$ cat src/cnms_pkg.sv
package cnms_pkg;

  // Field widths of the pixel and result requests.
  localparam int IntBits = 11;
  localparam int DirBits = 3;
  localparam int RowBits = 12;
  localparam int ColBits = 10;

  // Configuration port.
  localparam int CfgIdxBits  = 8;
  localparam int CfgDataBits = 12;
  localparam int CfgWidthBits  = 11;
  localparam int CfgHeightBits = 12;

  localparam logic [CfgIdxBits-1:0] CfgImageWidth  = 8'd0;
  localparam logic [CfgIdxBits-1:0] CfgImageHeight = 8'd1;

  localparam int WidthRst  = 640;
  localparam int HeightRst = 480;
  localparam int MinSide   = 3;

  // Direction codes. Codes above DirDiag are invalid.
  localparam logic [DirBits-1:0] DirNone = 3'd0;
  localparam logic [DirBits-1:0] DirVert = 3'd1;
  localparam logic [DirBits-1:0] DirHorz = 3'd2;
  localparam logic [DirBits-1:0] DirAnti = 3'd3;
  localparam logic [DirBits-1:0] DirDiag = 3'd4;

  // Result slots that one pixel can cause, in emission order.
  localparam int NumSlots  = 4;
  localparam int SlotCtr   = 0;  // centre one row up, one column left
  localparam int SlotRowE  = 1;  // right border pixel of the previous row
  localparam int SlotLastR = 2;  // bottom border pixel, one column left
  localparam int SlotCorn  = 3;  // bottom right corner, end of frame

  typedef struct packed {
    logic [IntBits-1:0] intensity;
    logic [DirBits-1:0] direction;
  } in_t;

  typedef struct packed {
    logic [IntBits-1:0] out_value;
    logic [RowBits-1:0] out_row;
    logic [ColBits-1:0] out_col;
    logic               bad_direction;
    logic               last_of_run;
    logic               frame_end;
  } out_t;

  // Everything one pixel hands to the result sequencer.
  typedef struct packed {
    logic [NumSlots-1:0] mask;
    logic [IntBits-1:0]  value;
    logic                bad;
    logic [RowBits-1:0]  row_up;
    logic [RowBits-1:0]  row_last;
    logic [ColBits-1:0]  col_left;
    logic [ColBits-1:0]  col_last;
  } run_t;

endpackage

$ cat src/cnms_result_seq.sv
module cnms_result_seq (
  input  logic           clk_i,
  input  logic           rst_ni,
  input  logic           run_valid_i,
  input  cnms_pkg::run_t run_i,
  output logic           run_ready_o,
  output logic           out_valid_o,
  input  logic           out_stall_i,
  output cnms_pkg::out_t out_data_o
);

  localparam int NumSlots = cnms_pkg::NumSlots;

  cnms_pkg::run_t      run_q;
  logic [NumSlots-1:0] pend_q, pend_d;
  logic [NumSlots-1:0] first, rest;
  logic                out_fire, load;

  // Lowest pending slot goes out first.
  assign first    = pend_q & (~pend_q + NumSlots'(1));
  assign rest     = pend_q & ~first;
  assign out_valid_o = |pend_q;
  assign out_fire = out_valid_o && !out_stall_i;
  assign run_ready_o = (pend_q == '0) || (out_fire && (rest == '0));
  assign load     = run_valid_i && run_ready_o;

  always_comb begin
    pend_d = pend_q;
    if (load) begin
      pend_d = run_i.mask;
    end else if (out_fire) begin
      pend_d = rest;
    end
  end

  always_ff @(posedge clk_i or negedge rst_ni) begin
    if (!rst_ni) begin
      pend_q <= '0;
    end else begin
      pend_q <= pend_d;
    end
  end

  always_ff @(posedge clk_i) begin
    if (load) begin
      run_q <= run_i;
    end
  end

  always_comb begin
    out_data_o               = '0;
    out_data_o.last_of_run   = (rest == '0);
    if (first[cnms_pkg::SlotCtr]) begin
      out_data_o.out_value     = run_q.value;
      out_data_o.bad_direction = run_q.bad;
      out_data_o.out_row       = run_q.row_up;
      out_data_o.out_col       = run_q.col_left;
    end else if (first[cnms_pkg::SlotRowE]) begin
      out_data_o.out_row = run_q.row_up;
      out_data_o.out_col = run_q.col_last;
    end else if (first[cnms_pkg::SlotLastR]) begin
      out_data_o.out_row = run_q.row_last;
      out_data_o.out_col = run_q.col_left;
    end else begin
      out_data_o.out_row   = run_q.row_last;
      out_data_o.out_col   = run_q.col_last;
      out_data_o.frame_end = first[cnms_pkg::SlotCorn];
    end
  end

endmodule

$ cat config.mk
export PLATFORM = sky130hd
export DESIGN_NAME = cnms_result_seq
export DESIGN_NICKNAME = d
export VERILOG_FILES = /design/src/cnms_pkg.sv /design/src/cnms_result_seq.sv
export SDC_FILE = /design/constraint.sdc
export NUM_CORES = 1
export LEC_CHECK = 0
export BUFFER_PORTS_ARGS = -buffer_cell sky130_fd_sc_hd__buf_2
export CORE_UTILIZATION = 40
export DETAILED_ROUTE_END_ITERATION = 6
export MAX_ROUTING_LAYER = met4
export PLACE_DENSITY = 0.69
export SLEW_MARGIN = 40
export SYNTH_ARGS = -nofsm -noshare
export SYNTH_HDL_FRONTEND = slang
export SYNTH_SLANG_ARGS = --single-unit
$ cat constraint.sdc
create_clock -name clk_i -period 4.75 [get_ports clk_i]
set_input_delay 1.425 -clock clk_i [delete_from_list [all_inputs] [get_ports clk_i]]
set_output_delay 1.425 -clock clk_i [all_outputs]
set_load 0.02 [all_outputs]
; After elaboration in Yosys (flattened, before gate mapping)
; Index checks and enable logic that the tools add are counted.
[totals]
in_bits = 64
mem_bits_ro = 0
memories = 0
out_inout_bits = 38
reg_bits = 60
ramBits = 0
latch_bits = 0
wordCells = 31
[classes]
muxes = 10
div = 0
bitwise_logic = 4
n_reduce_logical = 9
magnitude_cmp = 0
eq_ne = 0
n_addsub = 1
n_shift = 0
n_mul = 0
[ops]
columns = cell, n
row1 = $mux W22, 2
row2 = $mux W11, 1
row3 = $mux W10, 1
row4 = $and A4 B4 Y4, 2
row5 = $logic_not A4 Y1, 2
row6 = $mux W4, 2
row7 = $not A4 Y4, 2
row8 = $add A4 B1 Y4 const B, 1
row9 = $mux W1, 4
row10 = $reduce_or A4 Y1, 1
row11 = $logic_and A1 B1 Y1, 3
row12 = $reduce_bool A2 Y1, 1
row13 = $logic_not A1 Y1, 1
row14 = $logic_or A1 B1 Y1, 1

; Logic depth before layout (Yosys ltp)
; Gate-level depths: netlist of the first run.
[logic_depth]
ltp_word = 10
depth_mapped = 6
ltp_nobuf = 4

; Least setup slack after synthesis of the first run
; Ideal clock, no wire load.
[synth_timing]
path_type = input port to flip-flop
startpoint = input port out_stall_i
endpoint = register run_q[0] in the netlist's numbering (enable)
setup_ns = 0.470
cell_stages = 3
t_required_ns = 4.280
t_arrival_ns = 4.403
path_buffers = 0
path_slack_ns = -0.123
cell_sequence = maj3_1 o221a_4 nor2_1
[synth_via]
elab_chain_len = 5
[synth_rtl]
columns = element, line_no
row1 = start: declaration, cnms_result_seq.sv:8  ; input logic out_stall_i,
row2 = $logic_not A1 Y1, cnms_result_seq.sv:23  ; assign out_fire = out_valid_o && !out_stall_i;
row3 = $logic_and A1 B1 Y1, cnms_result_seq.sv:23
row4 = $logic_and A1 B1 Y1, cnms_result_seq.sv:24  ; assign run_ready_o = (pend_q == '0) || (out_fire && (rest == '0));
row5 = $logic_or A1 B1 Y1, cnms_result_seq.sv:24
row6 = $logic_and A1 B1 Y1, cnms_result_seq.sv:25  ; assign load = run_valid_i && run_ready_o;
row7 = net load, cnms_result_seq.sv:17  ; logic out_fire, load;
row8 = end signal: assignment, cnms_result_seq.sv:46  ; run_q <= run_i;
row9 = end: declaration, cnms_result_seq.sv:14  ; cnms_pkg::run_t run_q;
; The timed path passes the listed nets, and every way through them passes these cells.
; A chain may end at the register's enable or synchronous reset.

; Final worst setup path of the first run
[layout_timing]
startpoint = input port out_stall_i
endpoint = output port run_ready_o
[layout_via]
elab_chain_len = 4
[layout_rtl]
columns = element, line_no
row1 = $logic_not A1 Y1, cnms_result_seq.sv:23
row2 = $logic_and A1 B1 Y1, cnms_result_seq.sv:23
row3 = $logic_and A1 B1 Y1, cnms_result_seq.sv:24
row4 = $logic_or A1 B1 Y1, cnms_result_seq.sv:24
row5 = end: declaration, cnms_result_seq.sv:6  ; output logic run_ready_o,
; Every way passes these cells.

==> results of run 1 <==
-- sequential cells by signal (all words and copies together), names as in the netlist --
register,flops
pend_q,4
run_q,56
-- Yosys cell counts, types with 2 or more instances --
master and instances:
and2_1 12, o21ai_0 3, edfxtp_1 56, dfrtp_1 4, inv_1 4, buf_2 2
buf_6 2, mux2_2 22, o31ai_1 2, or3_1 3, maj3_1 2
-- final timing paths --
kind | startpoint | endpoint | cells past startpoint
min | pend_q[1]$_DFFE_PN0P_ | pend_q[1]$_DFFE_PN0P_ | 2
max in group asynchronous | rst_ni | pend_q[1]$_DFFE_PN0P_ | 1
min reg2reg | pend_q[1]$_DFFE_PN0P_ | pend_q[1]$_DFFE_PN0P_ | 2
max reg2reg | pend_q[0]$_DFFE_PN0P_ | run_q[16]$_DFFE_PP_ | 4
max | out_stall_i | run_ready_o | 5
min in group asynchronous | rst_ni | pend_q[3]$_DFFE_PN0P_ | 1
-- report_power, final --
part	switching, mW	internal [mW]
Sequential	0.0647	0.768
Clock	0.185	0.288
Combinational	0.489	0.320
Total	0.738	1.38
-- worst max-delay path: stages --
cell     delay, ns
buf_2         0.13
maj3_1        0.37
o221a_4       0.28
inv_2         0.07
buf_2         0.15
-- layer usage --
metal | vias to the layer above | share of wire (%) | GRT usage [%] | routed length (um)
met3 | 10 | 5.3 | 3.84 | 221
met2 | 55 | 49 | 22.0 | 2050
li1 | 688 | - | - | -
met5 | - | 0 | - | 0
met1 | 667 | 43 | 17.8 | 1790
met4 | 0 | 1.9 | 9.44 | 80
-- final cells by class --
| class | instances | area, um2 |
|---|---|---|
| tap | 72 | 90.1 |
| clock buffer | 9 | 124 |
| clock inverter | 7 | 81.3 |
| timing repair buffer | 103 | 520 |
| sequential | 60 | 1780 |
| fill | 479 | 2440 |
| multi-input combinational | 53 | 482 |
| inverter | 5 | 18.8 |
-- placed cells by master, fill, tap and decap left out, drive strengths merged, types with 2 or more instances in the layout --
cell type | Yosys | routed
a32o | 2 | 2
and2 | 12 | 12
buf | 4 | 103
bufinv | 0 | 2
clkbuf | 1 | 9
clkinv | 0 | 5
dfrtp | 4 | 4
edfxtp | 56 | 56
inv | 5 | 5
maj3 | 2 | 2
mux2 | 22 | 22
o21ai | 3 | 3
o31ai | 2 | 2
or3 | 4 | 4
-- logic make-up (layout without fill, tap and decap cells) --
kind of cell	after synthesis	count (layout)	share of synthesized area [%]
flip-flops	60	60	77.1
multiplexers	22	22	10.7
AND/OR/NAND/NOR	20	20	5.47
buffers and inverters	10	124	2.38
AO/OA/AOI/OAI	9	9	3.46
adder cells (fa/ha/maj)	2	2	0.866
-- per-stage QoR --
step / utilization, % / instance area [um2] / worst slack (ns) / hold slack (ns) / cells
finish: 55.9 / 3100 / 0.894 / 0.646 / 309
global route: 55.9 / 3100 / 0.863 / 0.678 / 309
CTS: 55.9 / 3100 / 0.897 / 0.641 / 309
detailed placement: 52.2 / 2890 / 0.898 / 0.622 / 293
global placement: 52.2 / 2890 / 0.910 / 0.612 / 293
floorplan: - / 2310 / 0.822 / 0.543 / 123
==> impl_metrics.tcl, run 1 <==
set metrics [dict create \
    fin_skew_ns 0.00660 \
    drc_errors 0 \
    end_kind "output port" \
    power_leakage_nw 1.29 \
    vias_per_cell 4.60 \
    track_usage_pct 14.7 \
    syn_area_um2 2310 \
    synth_area_leaders "edfxtp_1 73%, mux2_2 11%, dfrtp_1 4.3%, and2_1 3.2%, buf_6 0.97%" \
    fp.dieH_um 78.0 \
    vias 1420 \
    setup_tns_ns 0 \
    ys_seq_elements 60 \
    synth_edf_count 56 \
    peakVddDrop_mv 0.313 \
    coreArea_um2 5540 \
    rrSetupSlack_ns 2.18 \
    max_cap_viol_count 0 \
    crit_arrival_ns 2.43 \
    drt-pass1-iter-count 4 \
    cts-resized-gates 0 \
    drtIter0Drc 63 \
    num_rows 27 \
    clock_latency_ns 0.32 \
    max_freq_mhz 259 \
    finalCritPeriodShare_pct 81.2 \
    initial_core_util_pct 41.7 \
    final_antenna_net_count 0 \
    dp_hpwl_um 2910 \
    holdBufCountCts 0 \
    finalSetupViolations 0 \
    yosys.area.top_type_share_pct 72.8 \
    grt_pass1_vias 1400 \
    numPortBuffers 101 \
    ys_types 22 \
    synth_cells 123 \
    critPathLaunchType "input port" \
    power_density_nw_per_um2 683 \
    final-max-slew-violation-count 0 \
    boundaryPins 102 \
    cts-root-buf "clkbuf_8" \
    slew_headroom_pct 49.0 \
    synth-main-ff-cell "edfxtp_1" \
    path_max_fanout 7 \
    clockBufferDepth 2 \
    grt_pass1_wl_um 6350 \
    wl_per_cell_um 13.4 \
    cts_setup_buffers 0 \
    htreeDepth 3 \
    rsz0062_at_grt "no" \
    ys_seq_area_share_pct 77.1 \
    fin_crit_ns 3.86 \
    nNetsFinal 296 \
    syn-num-nets 187 \
    finalPower_mw 2.11 \
    crit_type "input port to output port" \
    tightest_slew_ns 0.765 \
    avgSynthCellArea_um2 18.8 \
    synth_top_area_cell "edfxtp_1" \
    clock_sinks 60 \
    grt_overflow 0 \
    num_antenna_cells 0 \
    cp.required_ns 3.32 \
    synthArstFlopShare_pct 6.67 \
    area_growth_pct 34.1 \
    antenna_found_initial 0 \
    die_area_um2 6090 \
    grt_max_degree 29 \
    place.gp.congestion 0.764 \
    hold_path_class "flip-flop to flip-flop" \
    drive_above_1_share_pct 60.8 \
    clkTransAtPathRegs_ns 0.06 \
    finalHoldViolations 0 \
    routed_wl_um 4140 \
    numCtsBuffers 9 \
    status "complete, no violations" \
    die_w_um 78.0 \
    cts_tree "done" \
    yosysWarningCount 0 \
]
Power figures use the tool's default switching activity.
==> inputs of run 2 (changes only) <==
==> constraint.sdc (replaced) <==
create_clock -name clk_i -period 3.7 [get_ports clk_i]
set_input_delay 1.11 -clock clk_i [delete_from_list [all_inputs] [get_ports clk_i]]
set_output_delay 1.11 -clock clk_i [all_outputs]
set_load 0.02 [all_outputs]
==> impl_metrics.tcl, run 2 (synthesis results as in run 1) <==
set metrics [dict create \
    drt-pass1-iter-count 4 \
    cts_tree "done" \
    crit_type "flip-flop to output port" \
    routed_wl_um 4140 \
    nNetsFinal 295 \
    area_growth_pct 33.2 \
    antenna_found_initial 0 \
    drive_above_1_share_pct 61.3 \
    die_area_um2 6090 \
    grt_overflow 0 \
    boundaryPins 102 \
    final-max-slew-violation-count 0 \
    largest_register_ffs 56 \
    grt_pass1_vias 1362 \
    drc_errors 0 \
    cts-root-buf "clkbuf_8" \
    final_core_util_pct 55.6 \
    hold_path_class "input port to asynchronous set/reset pin" \
    grt_max_degree 53 \
    slew_headroom_pct 51.3 \
    htreeDepth 3 \
    numCtsBuffers 9 \
    drtIter0Drc 73 \
    dp_hpwl_um 2920 \
    reg_top3 "run_q (56), pend_q (4)" \
    peakVddDrop_mv 0.413 \
    cts_setup_buffers 0 \
    finalPower_mw 2.65 \
    clkTransAtPathRegs_ns 0.07 \
    status "complete, no violations" \
    whs_ns 0.577 \
    grt_pass1_wl_um 6310 \
    fin_skew_ns 0.00774 \
    finalSetupViolations 0 \
    holdBufCountCts 0 \
    fp.dieH_um 78.0 \
    path_max_fanout 18 \
    power_density_nw_per_um2 861 \
    final_antenna_net_count 0 \
    layout_commonest_cell "buf_2" \
    rsz0062_at_grt "no" \
    setup_tns_ns 0 \
    regMostFlops "run_q" \
    final_cell_mix "101 x buf_2, 56 x edfxtp_1, 22 x mux2_2, 12 x and2_1, 9 x clkbuf_8" \
    critPathLaunchType "flip-flop" \
    crit_arrival_ns 2.20 \
    numPortBuffers 101 \
    num_rows 27 \
    vias 1394 \
    cts-resized-gates 0 \
    clockBufferDepth 2 \
    wl_per_cell_um 13.5 \
    initial_core_util_pct 41.7 \
    max_freq_mhz 302 \
    coreArea_um2 5540 \
    finalCritPeriodShare_pct 89.4 \
    tightest_slew_ns 0.731 \
    fin_crit_ns 3.31 \
    end_kind "output port" \
    cp.required_ns 2.59 \
    vias_per_cell 4.54 \
    track_usage_pct 14.8 \
    die_w_um 78.0 \
    max_cap_viol_count 0 \
    place.gp.congestion 0.747 \
    num_antenna_cells 0 \
    clock_sinks 60 \
    finalHoldViolations 0 \
    power_leakage_nw 1.28 \
    clock_latency_ns 0.32 \
]
[run 2: stage by stage]
step                      instances  cell area, um2  setup WS, ns
after floorplan                 123            2310        0.0865
after global placement          292            2900         0.489
after detailed placement        292            2900         0.477
after CTS                       307            3080         0.309
after global routing            307            3080         0.195
final                           307            3080         0.391
[run 2: metal layers]
layer	routed length, um	track usage [%]	part of all wire [%]
met5	0	-	0
met4	62	7.22	1.5
met3	213	4.30	5.1
met2	2070	23.7	50
met1	1790	17.2	43
[run 2: where the power goes]
group / internal [mW] / switching [mW] / leakage (nW)
Sequential: 0.986 / 0.0838 / 0.576
Combinational: 0.418 / 0.625 / 0.611
Clock: 0.301 / 0.235 / 0.0923
[run 2: final timing paths]
path / startpoint / to / slack (ns) / cells past startpoint
max reg2reg: pend_q[0]$_DFFE_PN0P_ / run_q[41]$_DFFE_PP_ / 1.37 / 4
max: pend_q[0]$_DFFE_PN0P_ / out_data_o[14] / 0.39 / 3
min: rst_ni / pend_q[2]$_DFFE_PN0P_ / 0.58 / 1
min reg2reg: pend_q[1]$_DFFE_PN0P_ / pend_q[1]$_DFFE_PN0P_ / 0.64 / 2
min in group clk_i: pend_q[1]$_DFFE_PN0P_ / pend_q[1]$_DFFE_PN0P_ / 0.64 / 2
max in group asynchronous: rst_ni / pend_q[1]$_DFFE_PN0P_ / 3.00 / 1
[run 2: cell type report]
cell class / count / area [um2]
inverters: 5 / 18.8
multi-input cells: 53 / 482
fillers: 475 / 2460
repair buffers: 102 / 526
flip-flops and latches: 60 / 1780
clock inverters: 6 / 56.3
well taps: 72 / 90.1
clock buffers: 9 / 124
[run 2: worst max-delay path, stage by stage, from the launching register on]
cell	delay, ns
dfrtp_1	0.65
or2_1	0.66
mux2_2	0.41
buf_2	0.16
==> inputs of run 3 (changes only) <==
--- a/config.mk
+++ b/config.mk
@@ -5,11 +5,10 @@
 export SDC_FILE = /design/constraint.sdc
 export NUM_CORES = 1
 export LEC_CHECK = 0
-export BUFFER_PORTS_ARGS = -buffer_cell sky130_fd_sc_hd__buf_2
 export CORE_UTILIZATION = 40
 export DETAILED_ROUTE_END_ITERATION = 6
+export DONT_BUFFER_PORTS = 1
 export MAX_ROUTING_LAYER = met4
-export PLACE_DENSITY = 0.69
 export SLEW_MARGIN = 40
 export SYNTH_ARGS = -nofsm -noshare
 export SYNTH_HDL_FRONTEND = slang
==> impl_metrics.tcl, run 3 (synthesis results as in run 1) <==
set metrics [dict create \
    critical_path.slowest_cell "nor3b_1" \
    grt_pass1_vias 1102 \
    drc_errors 0 \
    use_met1_pct 13.0 \
    vias_per_cell 5.15 \
    die_area_um2 6090 \
    stdcell_count 207 \
    postLayoutCellArea_um2 2600 \
    track_usage_pct 13.5 \
    finalHoldViolations 0 \
    largest_register_ffs 56 \
    antenna_found_initial 0 \
    peakVddDrop_mv 0.415 \
    regArea_um2 1780 \
    htreeDepth 3 \
    regMostFlops "run_q" \
    grtUsageMet3_pct 6.51 \
    cts_setup_buffers 0 \
    clkTransAtPathRegs_ns 0.06 \
    routed_wl_um 3830 \
    max_freq_mhz 312 \
    setup_tns_ns 0 \
    wl_per_cell_um 18.5 \
    layout_commonest_cell "edfxtp_1" \
    vias 1067 \
    crit_arrival_ns 2.10 \
    setup_ws_ns 0.493 \
    crit_family "simple AND/OR/NAND/NOR gates" \
    drt-pass1-iter-count 4 \
    clock_sinks 60 \
    dp_hpwl_um 2740 \
    holdBufCountCts 0 \
    cp.required_ns 2.59 \
    grt_overflow 0 \
    cp_num_buf_inv 0 \
    initial_core_util_pct 41.7 \
    place_inst 191 \
    slew_headroom_pct 55.5 \
    grt_pass1_wl_um 5470 \
    fin_skew_ns 0.00689 \
    area_growth_pct 12.5 \
    final_cell_mix "56 x edfxtp_1, 22 x mux2_2, 12 x and2_1, 9 x clkbuf_8" \
    grt.met2_usage_pct 21.8 \
    grt-busiest-layer "met2" \
    cts-resized-gates 0 \
    num_rows 27 \
    crit_type "flip-flop to output port" \
    power_leakage_nw 0.883 \
    critical_path.max_stage_delay_ns 0.66 \
    drtIter0Drc 39 \
    place.gp.congestion 0.804 \
    end_kind "output port" \
    cts_tree "done" \
    cts-root-buf "clkbuf_8" \
    finalCritPeriodShare_pct 86.7 \
    final_core_util_pct 46.9 \
    nNetsFinal 194 \
    status "complete, no violations" \
    path_max_fanout 18 \
    tightest_slew_ns 0.660 \
    drive_above_1_share_pct 31.9 \
    multi_input_area_um2 482 \
    numPortBuffers 0 \
    fill_cells 501 \
    final_antenna_net_count 0 \
    worstPathCellList "or2_1 > nor3b_1" \
    clockBufferDepth 2 \
    final-max-slew-violation-count 0 \
    preCtsSetupSlack_ns 0.696 \
    hold_path_class "input port to asynchronous set/reset pin" \
    coreArea_um2 5540 \
    grt_max_degree 39 \
    max_cap_viol_count 0 \
    fp.dieH_um 78.0 \
    place_area_um2 2390 \
    critPathLaunchType "flip-flop" \
    power_density_nw_per_um2 968 \
    rsz0062_at_grt "no" \
    boundaryPins 102 \
    die_w_um 78.0 \
    finalSetupViolations 0 \
    reg_top3 "run_q (56), pend_q (4)" \
    fin_crit_ns 3.21 \
    num_antenna_cells 0 \
    clock_latency_ns 0.33 \
    numCtsBuffers 9 \
]
run 3: metal layers:
| metal | vias up | share of wire [%] | wire length (um) |
|---|---|---|---|
| met1 | 518 | 37 | 1410 |
| met2 | 57 | 55 | 2100 |
| met3 | 7 | 6.7 | 258 |
| met4 | 0 | 1.5 | 57 |
| met5 | - | 0 | 0 |
| li1 | 485 | - | - |
run 3: final timing paths:
kind	slack (ns)	end	from	depth (start not counted)
max	0.49	out_data_o[0]	pend_q[0]$_DFFE_PN0P_	2
min in group clk_i	0.61	pend_q[1]$_DFFE_PN0P_	pend_q[1]$_DFFE_PN0P_	2
max reg2reg	1.17	run_q[43]$_DFFE_PP_	pend_q[0]$_DFFE_PN0P_	4
max in group asynchronous	3.16	pend_q[3]$_DFFE_PN0P_	rst_ni	0
min reg2reg	0.61	pend_q[1]$_DFFE_PN0P_	pend_q[1]$_DFFE_PN0P_	2
min	0.47	pend_q[2]$_DFFE_PN0P_	rst_ni	0
run 3: final cells by class:
type | count | share of cell area [%]
Timing Repair Buffer | 1 | 0.770
Clock buffer | 10 | 4.91
Clock inverter | 6 | 3.03
Inverter | 5 | 0.722
Sequential cell | 60 | 68.6
Tap cell | 72 | 3.47
Multi-Input combinational cell | 53 | 18.5
run 3: where the power goes:
group	internal, mW	switching [mW]
logic	0.269	0.564
clock network	0.373	0.238
registers	0.987	0.0834
run 3: per-stage QoR:
step                      power, mW  hold slack [ns]
after floorplan                1.82            0.543
after global placement         1.91            0.593
after detailed placement       1.94            0.600
after CTS                      2.56            0.453
after global routing           2.64            0.436
final                          2.52            0.473
